[src/sv/via_div_cell.sv]
// ----------------------------------------------------------------------------
// Division cell
// One restoring division step on magnitudes, plus a pass-along of the request.
// ----------------------------------------------------------------------------
module via_div_cell #(
  parameter int unsigned W = 64,
  parameter int unsigned BIT = 0
) (
  input  logic         clk,
  input  logic         rst_n,
  input  logic         en,
  input  logic         vld_i,
  input  logic [W-1:0] rem_i,
  input  logic [W-1:0] quo_i,
  input  logic [W-1:0] dvs_i,
  output logic         vld_o,
  output logic [W-1:0] rem_o,
  output logic [W-1:0] quo_o,
  output logic [W-1:0] dvs_o
);

  logic [W:0]   trial;
  logic [W:0]   diff;
  logic [W-1:0] rem_nxt;
  logic [W-1:0] quo_nxt;
  logic         vld_r;
  logic [W-1:0] rem_r;
  logic [W-1:0] quo_r;
  logic [W-1:0] dvs_r;

  always_comb begin
    trial   = {rem_i, quo_i[BIT]};
    diff    = trial - {1'b0, dvs_i};
    quo_nxt = quo_i;
    if (!diff[W]) begin
      rem_nxt      = diff[W-1:0];
      quo_nxt[BIT] = 1'b1;
    end else begin
      rem_nxt      = trial[W-1:0];
      quo_nxt[BIT] = 1'b0;
    end
  end

  always_ff @(posedge clk) begin
    if (!rst_n) begin
      vld_r <= 1'b0;
    end else if (en) begin
      vld_r <= vld_i;
    end
  end

  always_ff @(posedge clk) begin
    if (en) begin
      rem_r <= rem_nxt;
      quo_r <= quo_nxt;
      dvs_r <= dvs_i;
    end
  end

  assign vld_o = vld_r;
  assign rem_o = rem_r;
  assign quo_o = quo_r;
  assign dvs_o = dvs_r;

endmodule
[config.mk]
export PLATFORM = sky130hd
export DESIGN_NAME = via_div_cell
export DESIGN_NICKNAME = d
export VERILOG_FILES = /design/src/sv/via_div_cell.sv
export SDC_FILE = /design/constraint.sdc
export NUM_CORES = 1
export LEC_CHECK = 0
export ABC_AREA = 1
export CAP_MARGIN = 20
export CORE_MARGIN = 2
export CORE_UTILIZATION = 35
export DETAILED_ROUTE_END_ITERATION = 10
export DONT_BUFFER_PORTS = 1
export PLACE_DENSITY = 0.54
export REMOVE_ABC_BUFFERS = 1
export SYNTH_ARGS = -nofsm -noshare
export SYNTH_HDL_FRONTEND = slang
export SYNTH_SLANG_ARGS = --single-unit
export TNS_END_PERCENT = 1
[constraint.sdc]
create_clock -name clk -period 2.65 [get_ports clk]
set_input_delay 0.53 -clock clk [delete_from_list [all_inputs] [get_ports clk]]
set_output_delay 0.53 -clock clk [all_outputs]
set_load 0.02 [all_outputs]
==> results.py, run 1 <==
metrics = {
    "run_status": {
        "status": "finished clean",
    },
    "placed_design": {
        "portBuffers": 0,
        "routabilityCongestion": 0.9074,
        "post-place-ws_ns": -0.1673,
        "place_hpwl_mm": 36.59,
    },
    "global_routing": {
        "grt_pass1_vias": 10860,
        "grt_use_total_pct": 22.25,
        "grt_antenna_before_repair": 2,
        "grt.overflow.total": 0,
        "grt_pass1_wl_mm": 63.62,
        "grt_max_degree": 195,
    },
    "logic_synthesis": {
        "yosysTopAreaCell": "edfxtp_1",
        "synthTopCellsByArea": "edfxtp_1 (44%), nand2_1 (23%), inv_1 (11%)",
        "ys_seq_area_share_pct": 44.42,
        "syn_inst": 1800,
        "synth_cell_types": 32,
        "synth_warnings": 0,
        "synth_ff_type": "edfxtp_1",
        "synth.cell_area_um2": 13020,
        "ys_seq_elements": 193,
        "yosys.area.top_type_share_pct": 44.27,
        "avgSynthCellArea_um2": 7.235,
        "synth_edf_count": 192,
        "async_reset_ff_share_pct": 0,
    },
    "drt": {
        "antenna_left": 0,
        "wl_per_cell_um": 17.70,
        "vias": 11150,
        "drt-total-wl_mm": 43.14,
        "drt_iter0_markers": 748,
        "viasPerCell": 4.574,
        "drc": 0,
        "dr.pass1.iters": 5,
    },
    "pwr": {
        "p_per_area_nw_per_um2": 580.5,
        "power_mw": 8.816,
        "p_leak_nw": 8.193,
        "vdd_drop_max_uv": 304.5,
    },
    "sta": {
        "tns_ns": 0,
        "hold_violations": 0,
        "min_period_over_period_pct": 92.44,
        "setup_violations": 0,
        "slew_viol_final": 0,
        "clock.fmax_ghz": 0.4082,
        "holdWs_ns": 0.1545,
        "finalCriticalPeriod_ns": 2.450,
        "max_slew_margin_pct": 69.26,
        "finalClockSkew_ns": 0,
        "setup_slack_ns": 0.2003,
        "worst_slew_pin_slew_ns": 0.4598,
        "rsz0062_at_grt": "no",
    },
    "cts": {
        "worst_skew_pair.late_latency_ns": 0.44,
        "post_cts_buffers": 0,
        "numCtsBuffers": 17,
        "root_buffer": "clkbuf_16",
        "cts_tree": "yes",
        "cts_resized": 0,
        "htree_levels": 4,
        "cts_hold_buf": 0,
        "clock-sinks": 193,
        "clk_pin_slew_worst_paths_ns": 0.08,
        "clock_path_buffers": 2,
    },
    "finish": {
        "final_util_pct": 41.49,
        "layout-drive-gt1-share_pct": 11.43,
        "area_delta_synth_final_pct": 16.62,
        "n_antenna_cell": 0,
        "final_net_count": 2217,
        "n_fill_cell": 3844,
    },
    "floorplanning": {
        "die_width_um": 196.9,
        "core_area_um2": 36610,
        "fp-row-count": 70,
        "dieArea_um2": 38770,
        "ios": 389,
        "dieHeight_um": 196.9,
        "start_util_pct": 35.57,
    },
    "critical_path": {
        "cp_top_family": "simple AND/OR/NAND/NOR gates",
        "crit_path_start": "dvs_i[19]",
        "r2r-end": "vld_o",
        "slowest_stage": "nand3_1",
        "path_cells": "inv_1 > ha_1 > nand2_1 > nor2_1 > nand2_1 > inv_1 > nand3b_1 > nand3_1 > nand3_1 > nand3_1 > nand2_1 > nand2_2 > nand2_1",
        "timing_worst_setup_path_type": "primary input to flip-flop",
        "cp_max_fo": 4,
        "critPathBufInv": 2,
        "cp.required_ns": 2.87,
        "cpPeakStageDelay_ns": 0.37,
        "critPathCapture": "rem_o[36]",
        "critPathMostFrequentCell": "nand2_1",
        "startpoint_type": "primary input",
        "reg2reg_slack_ns": 1.91,
        "worstSetupEndpointType": "flip-flop",
        "path_depth": 13,
        "rr_worst_depth": 2,
        "cp.arrival_ns": 2.67,
        "r2r-start": "vld_o",
    },
    "worst_hold_path": {
        "min_path_type": "primary input to flip-flop",
        "min-delay-start": "dvs_i[63]",
        "worstHoldPathCells": 0,
    },
    "job": {
        "maxCapViolations": 0,
    },
}
[cell usage after synthesis, types with 3 or more instances]
| library cell | count |
|---|---|
| o21bai_1 | 8 |
| o21ai_0 | 5 |
| buf_2 | 6 |
| nand2_2 | 29 |
| nor2_1 | 103 |
| inv_2 | 4 |
| xor2_1 | 30 |
| buf_12 | 3 |
| nor2_2 | 7 |
| nor4_1 | 3 |
| a21oi_1 | 54 |
| ha_1 | 64 |
| nor3_1 | 12 |
| nand2_1 | 788 |
| nand4_1 | 17 |
| nand3_1 | 70 |
| edfxtp_1 | 192 |
| inv_1 | 389 |
[sequential cells by signal, indices dropped and copies added, names as in the netlist]
signal and count:
dvs_o 64, quo_o 64, vld_o 1, rem_o 64
[per-stage QoR]
| stage | instance area [µm²] | instances |
|---|---|---|
| 2_1_floorplan | 12880 | 1787 |
| 3_3_place_gp | 14630 | 2405 |
| 3_5_place_dp | 14630 | 2405 |
| 4_1_cts | 15190 | 2437 |
| 5_1_grt | 15190 | 2437 |
| 6_report | 15190 | 2437 |
[cell usage in the layout, fill, tap and decap left out, types with 2 or more instances in the layout]
master / netlist / final
inv_8: 0 / 3
nor4_1: 3 / 3
nand3_1: 70 / 70
inv_1: 389 / 389
clkinv_4: 0 / 3
clkbuf_16: 0 / 17
clkinv_1: 1 / 2
o21bai_1: 8 / 8
inv_2: 4 / 4
ha_1: 64 / 64
inv_6: 0 / 3
nor3_1: 12 / 12
nand2_2: 29 / 29
and3_1: 2 / 2
o21ai_0: 5 / 5
a21oi_1: 54 / 54
nand4_1: 17 / 17
nand2_1: 788 / 788
nor2_2: 7 / 7
buf_12: 3 / 3
xor2_1: 30 / 30
nor2_1: 103 / 103
clkinv_2: 0 / 3
buf_4: 1 / 147
edfxtp_1: 192 / 192
[where the power goes]
| group | internal [mW] | leakage, nW | switching [mW] |
|---|---|---|---|
| clock | 1.23 | 0.274 | 1.26 |
| combinational | 0.777 | 6.04 | 1.26 |
| sequential | 3.77 | 1.88 | 0.523 |
| total | 5.78 | 8.19 | 3.04 |
[cells by family after synthesis]
group                      Yosys count  synth area share [%]
DFF                                193                 44.42
AOI/OAI and AO/OA                   67                 2.728
xor gates and xnor gates            31                 2.085
and+or+nand+nor                   1037                 32.04
buffers and inverters              407                 12.42
adders and majority gates           65                 6.302
[per-layer routing]
metal	GRT usage [%]	part of all wire (%)
met3	4.774	5.7
met4	5.959	1.8
met2	39.45	50
met5	0	0
met1	27.30	43
[layout make-up]
cell class,count,area [µm²],share of cell area (%)
sequential,193,5786,38.09
multi-input combinational,1200,5620,37.00
inverter,394,1479,9.737
timing repair buffer,150,1164,7.661
tap,468,585.6,3.855
clock buffer,17,425.4,2.801
clock inverter,15,128.9,0.8485
[worst min-delay path by stage]
stage,end,slack [ns]
floorplan,vld_o,0.61
detailed placement,vld_o,0.63
finish,dvs_o[63],0.15
global route,dvs_o[5],0.13
CTS,dvs_o[16],0.13
global placement,vld_o,0.63
[worst reg2reg max path, cell delays in order, from the launching register on]
cell and delay (ns):
dfxtp_1 0.44, o21ai_0 0.13, a21oi_1 0.11
No activity file was read; power rests on OpenSTA's default activity.
==> run 2: changes to the inputs <==
--- a/config.mk
+++ b/config.mk
@@ -6,12 +6,13 @@
 export NUM_CORES = 1
 export LEC_CHECK = 0
 export ABC_AREA = 1
+export ABC_CLOCK_PERIOD_IN_PS = 2900
 export CAP_MARGIN = 20
 export CORE_MARGIN = 2
 export CORE_UTILIZATION = 35
 export DETAILED_ROUTE_END_ITERATION = 10
 export DONT_BUFFER_PORTS = 1
-export PLACE_DENSITY = 0.54
+export PLACE_DENSITY = 0.52
 export REMOVE_ABC_BUFFERS = 1
 export SYNTH_ARGS = -nofsm -noshare
 export SYNTH_HDL_FRONTEND = slang
==> constraint.sdc (replaced) <==
create_clock -name clk -period 2.9 [get_ports clk]
set_input_delay 0.58 -clock clk [delete_from_list [all_inputs] [get_ports clk]]
set_output_delay 0.58 -clock clk [all_outputs]
set_load 0.02 [all_outputs]
==> run 2 against run 1 <==
Cell count shrank 3.5%. Combinational power is 16% lower. Flip-flop and latch count unchanged. Total power is 8.9% lower. Sequential power decreased by 8.6%. Clock skew did not move. Global-route usage increased by 0.36 points. Via count decreased by 2.8%. Setup slack better by 0.29 ns. Critical path type unchanged. Largest power group unchanged.
==> results.py, run 2 (synthesis gave the netlist of run 1 again) <==
metrics = {
    "run_status": {
        "status": "finished clean",
    },
    "global_routing": {
        "grt_max_degree": 195,
        "grt_use_total_pct": 22.61,
        "grt.overflow.total": 0,
        "grt_antenna_before_repair": 1,
        "grt_pass1_vias": 10620,
        "grt_pass1_wl_mm": 64.24,
    },
    "cts": {
        "post_cts_buffers": 0,
        "cts_hold_buf": 0,
        "clock_path_buffers": 2,
        "htree_levels": 4,
        "root_buffer": "clkbuf_16",
        "worst_skew_pair.late_latency_ns": 0.44,
        "numCtsBuffers": 17,
        "clock-sinks": 193,
        "clk_pin_slew_worst_paths_ns": 0.08,
        "cts_tree": "yes",
        "cts_resized": 0,
    },
    "pwr": {
        "vdd_drop_max_uv": 394.8,
        "p_per_area_nw_per_um2": 550.3,
        "power_mw": 8.035,
        "p_leak_nw": 7.804,
    },
    "finish": {
        "mostFrequentLayoutCell": "nand2_1",
        "final_cell_mix": "nand2_1 (788), inv_1 (389), edfxtp_1 (192)",
        "fin_area_um2": 14600,
        "final_net_count": 2132,
        "n_antenna_cell": 0,
        "area_delta_synth_final_pct": 12.11,
        "fin_cells": 2352,
        "layout-drive-gt1-share_pct": 7.484,
    },
    "floorplanning": {
        "dieHeight_um": 196.9,
        "ios": 389,
        "start_util_pct": 35.57,
        "dieArea_um2": 38770,
        "die_width_um": 196.9,
        "core_area_um2": 36610,
        "fp-row-count": 70,
    },
    "drt": {
        "drt_iter0_markers": 645,
        "wl_per_cell_um": 18.71,
        "drt-total-wl_mm": 44.01,
        "vias": 10840,
        "dr.pass1.iters": 5,
        "antenna_left": 0,
        "drc": 0,
        "viasPerCell": 4.608,
    },
    "critical_path": {
        "cp_max_fo": 42,
        "cp.arrival_ns": 2.74,
        "rr_worst_depth": 2,
        "cpPeakStageDelay_ns": 0.45,
        "worstSetupEndpointType": "flip-flop",
        "critPathMostFrequentCell": "nand2_2",
        "timing_worst_setup_path_type": "primary input to flip-flop",
        "slowest_stage": "fa_1",
        "r2r-start": "vld_o",
        "cp.required_ns": 3.23,
        "startpoint_type": "primary input",
        "r2r-end": "vld_o",
        "path_cells": "inv_1 > ha_1 > fa_1 > inv_1 > nand2_1 > nand2_1 > nand3_1 > nand2_2 > nand2_1 > nand2_2 > nand2_1 > nand2_2 > nand2_2 > nand2_2 > nand2_2 > nand2_2 > buf_12 > nand2_1 > nand2_1",
        "reg2reg_slack_ns": 2.15,
    },
    "placed_design": {
        "place_hpwl_mm": 37.35,
        "placed_area_um2": 14000,
        "routabilityCongestion": 0.9110,
        "post-place-cells": 2320,
        "post-place-ws_ns": 0.03752,
        "portBuffers": 0,
    },
    "sta": {
        "clock.fmax_ghz": 0.4147,
        "setup_violations": 0,
        "finalClockSkew_ns": 0,
        "min_period_over_period_pct": 83.15,
        "finalCriticalPeriod_ns": 2.411,
        "worst_slew_pin_slew_ns": 0.4870,
        "max_slew_margin_pct": 67.28,
        "hold_violations": 0,
        "setup_slack_ns": 0.4886,
        "slew_viol_final": 0,
        "rsz0062_at_grt": "no",
    },
    "job": {
        "maxCapViolations": 0,
    },
    "worst_hold_path": {
        "min_path_type": "primary input to flip-flop",
        "worstHoldPathCells": 0,
        "min-delay-start": "dvs_i[4]",
        "hold-path-endpoint": "dvs_o[4]",
    },
}
[run 2: cell count changes in the layout (fill, tap and decap cells not counted), sizes merged]
cell    delta
clkinv     -2
inv        +2
buf       -85
[run 2: critical path, delay by kind of cell]
| family | cells | cell delay (ns) |
|---|---|---|
| and+or+nand+nor | 14 | 1.07 |
| adders and majority gates | 2 | 0.66 |
| buffers and inverters | 3 | 0.36 |
[run 2: cell type report]
cell class                      count  area [µm²]
Fill cell                        3895       22010
Inverter                          394        1479
Multi-Input combinational cell   1200        5620
Timing Repair Buffer               65       525.5
Clock inverter                     15       180.2
Sequential cell                   193        5786
Tap cell                          468       585.6
Clock buffer                       17       425.4
[run 2: worst max path at each step]
stage	startpoint	to	slack (ns)	depth (start not counted)
2_1_floorplan	quo_i[0]	rem_o[63]	-0.16	17
6_report	quo_i[0]	rem_o[15]	0.49	19
3_3_place_gp	dvs_i[8]	rem_o[49]	0.07	13
3_5_place_dp	quo_i[0]	rem_o[15]	0.04	19
4_1_cts	quo_i[0]	rem_o[15]	0.52	19
5_1_grt	dvs_i[41]	rem_o[25]	0.29	15
[run 2: layer usage]
layer  global-route usage, %  part of all wire, %
met1                   27.14                   42
met2                   40.87                   50
met3                   4.928                  6.3
met4                   5.820                  1.5
met5                       0                    0
[run 2: power breakdown]
group	switching (mW)	internal, mW
logic	1.13	0.582
registers	0.483	3.44
clock network	1.22	1.17
total	2.84	5.20
[run 2: per-stage QoR]
step	hold slack, ns	TNS [ns]	utilization, %
3_5_place_dp	0.6415	0	38.23
2_1_floorplan	0.6055	-8.454	-
5_1_grt	0.1866	0	39.88
4_1_cts	0.1815	0	39.88
6_report	0.2138	0	39.88
3_3_place_gp	0.6237	0	38.23
==> run 3: changes to the inputs <==
--- a/config.mk
+++ b/config.mk
@@ -6,7 +6,7 @@
 export NUM_CORES = 1
 export LEC_CHECK = 0
 export ABC_AREA = 1
-export ABC_CLOCK_PERIOD_IN_PS = 2900
+export ABC_CLOCK_PERIOD_IN_PS = 2500
 export CAP_MARGIN = 20
 export CORE_MARGIN = 2
 export CORE_UTILIZATION = 35
==> constraint.sdc (replaced) <==
create_clock -name clk -period 2.5 [get_ports clk]
set_input_delay 0.5 -clock clk [delete_from_list [all_inputs] [get_ports clk]]
set_output_delay 0.5 -clock clk [all_outputs]
set_load 0.02 [all_outputs]
==> run 3 against run 2 <==
Sequential power grew 16%. Die area unchanged. Cell count is 6.8% higher. Global-route usage shrank 0.059 points. Critical path depth shrank 5. Largest cell class unchanged.
==> results.py, run 3 (synthesis gave the netlist of run 1 again) <==
metrics = {
    "run_status": {
        "status": "finished clean",
    },
    "critical_path": {
        "path_depth": 14,
        "cp_max_fo": 25,
        "rr_worst_depth": 2,
        "critPathMostFrequentCell": "nand2_1",
        "cp_top_family": "simple AND/OR/NAND/NOR gates",
        "path_cells": "inv_1 > ha_1 > nand2_1 > nor2_1 > inv_1 > nor2_2 > nand2_1 > nor4_4 > nand2_2 > nand3_1 > nand2_2 > buf_12 > nand2_1 > nand2_1",
        "cp.arrival_ns": 2.47,
        "startpoint_type": "primary input",
        "critPathBufInv": 3,
        "cp.required_ns": 2.72,
        "timing_worst_setup_path_type": "primary input to flip-flop",
        "slowest_stage": "ha_1",
        "worstSetupEndpointType": "flip-flop",
        "cpPeakStageDelay_ns": 0.30,
    },
    "global_routing": {
        "grtUsageMet2_pct": 40.51,
        "use_met3_pct": 4.500,
        "grt_pass1_vias": 11090,
        "grt_antenna_before_repair": 1,
        "busiest_layer": "met2",
        "grt_pass1_wl_mm": 64.45,
        "global_route.usage.met1_pct": 27.36,
        "grt_max_degree": 195,
        "grt_use_total_pct": 22.55,
        "grt.overflow.total": 0,
    },
    "placed_design": {
        "portBuffers": 0,
        "routabilityCongestion": 0.9008,
        "place_hpwl_mm": 37.06,
        "placed_area_um2": 15200,
        "post-place-ws_ns": -0.3520,
    },
    "floorplanning": {
        "fp-row-count": 70,
        "ios": 389,
        "start_util_pct": 35.57,
        "core_area_um2": 36610,
        "dieHeight_um": 196.9,
        "dieArea_um2": 38770,
        "die_width_um": 196.9,
    },
    "finish": {
        "final_net_count": 2291,
        "final_cell_mix": "nand2_1 (788), inv_1 (389), buf_4 (220)",
        "final_util_pct": 43.31,
        "fin_area_um2": 15860,
        "mostFrequentLayoutCell": "nand2_1",
        "n_fill_cell": 3840,
        "n_antenna_cell": 0,
        "area_delta_synth_final_pct": 21.75,
        "layout-drive-gt1-share_pct": 14.78,
    },
    "drt": {
        "drt-total-wl_mm": 43.87,
        "viasPerCell": 4.542,
        "antenna_left": 0,
        "dr.pass1.iters": 5,
        "vias": 11410,
        "drt_iter0_markers": 623,
        "drc": 0,
        "wl_per_cell_um": 17.47,
    },
    "pwr": {
        "p_per_area_nw_per_um2": 621.5,
        "switching_power_mw": 3.288,
        "seqPwrFrac_pct": 46.2,
        "switching_share_pct": 33.36,
        "p_int_mw": 6.568,
        "p_comb_share_pct": 23.6,
        "power_mw": 9.855,
        "vdd_drop_max_uv": 460.1,
        "clock_power_share_pct": 30.3,
        "p_leak_nw": 8.618,
    },
    "sta": {
        "slew_viol_final": 0,
        "max_slew_margin_pct": 75.70,
        "finalCriticalPeriod_ns": 2.249,
        "hold_violations": 0,
        "finalClockSkew_ns": 0,
        "rsz0062_at_grt": "no",
        "clock.fmax_ghz": 0.4446,
        "setup_violations": 0,
        "min_period_over_period_pct": 89.97,
        "setup_slack_ns": 0.2507,
        "worst_slew_pin_slew_ns": 0.3635,
    },
    "worst_hold_path": {
        "min_path_type": "primary input to flip-flop",
        "worstHoldPathCells": 0,
    },
    "cts": {
        "clock_path_buffers": 2,
        "cts_tree": "yes",
        "post_cts_buffers": 0,
        "numCtsBuffers": 17,
        "htree_levels": 4,
        "root_buffer": "clkbuf_16",
        "clock-sinks": 193,
        "clk_pin_slew_worst_paths_ns": 0.08,
        "worst_skew_pair.late_latency_ns": 0.44,
    },
    "job": {
        "maxCapViolations": 0,
    },
}
run 3: changes by cell type in the layout (fill, tap and decap cells not counted), sizes merged:
| cell | change |
|---|---|
| buf | +159 |
| bufinv | +3 |
| clkinv | -2 |
| clkinvlp | -1 |
run 3: worst paths after layout:
kind             start   endpoint  slack (ns)
min reg2reg      vld_o      vld_o        0.63
min           dvs_i[0]   dvs_o[0]        0.13
max reg2reg      vld_o      vld_o        1.76
max          dvs_i[40]  rem_o[49]        0.25
run 3: stage by stage:
step | TNS, ns | hold WS [ns] | instances
after floorplan | -29.25 | 0.5935 | 1787
after global placement | -16.59 | 0.5989 | 2479
after detailed placement | -20.92 | 0.5989 | 2479
after CTS | 0 | 0.1043 | 2511
after global routing | 0 | 0.1083 | 2511
final | 0 | 0.1311 | 2511
run 3: cell type report:
type / count / area, µm² / share of cell area (%)
repair buffers: 224 / 1732 / 10.92
well taps: 468 / 585.6 / 3.693
multi-input cells: 1200 / 5638 / 35.56
flip-flops and latches: 193 / 5786 / 36.49
clock buffers: 17 / 425.4 / 2.683
inverters: 394 / 1479 / 9.327
clock inverters: 15 / 211.5 / 1.334
run 3: per-layer routing:
layer	wire length [µm]	share of wire [%]
met4	781	1.8
met1	18740	43
met5	0	0
met3	2513	5.7
met2	21830	50
run 3: power groups by stage:
stage	registers (mW)	logic, mW	clock network [mW]
finish	4.55	2.32	2.98
global route	4.59	2.62	3.15
CTS	4.57	2.34	3.06
detailed placement	4.63	2.33	0
global placement	4.64	2.31	0
floorplan	4.56	1.31	0
run 3: what timing repair did:
action                                  4_1_cts  5_1_grt
gates resized for setup                       0        3
hold buffers                                  0        0
endpoints found under the setup margin        0       24
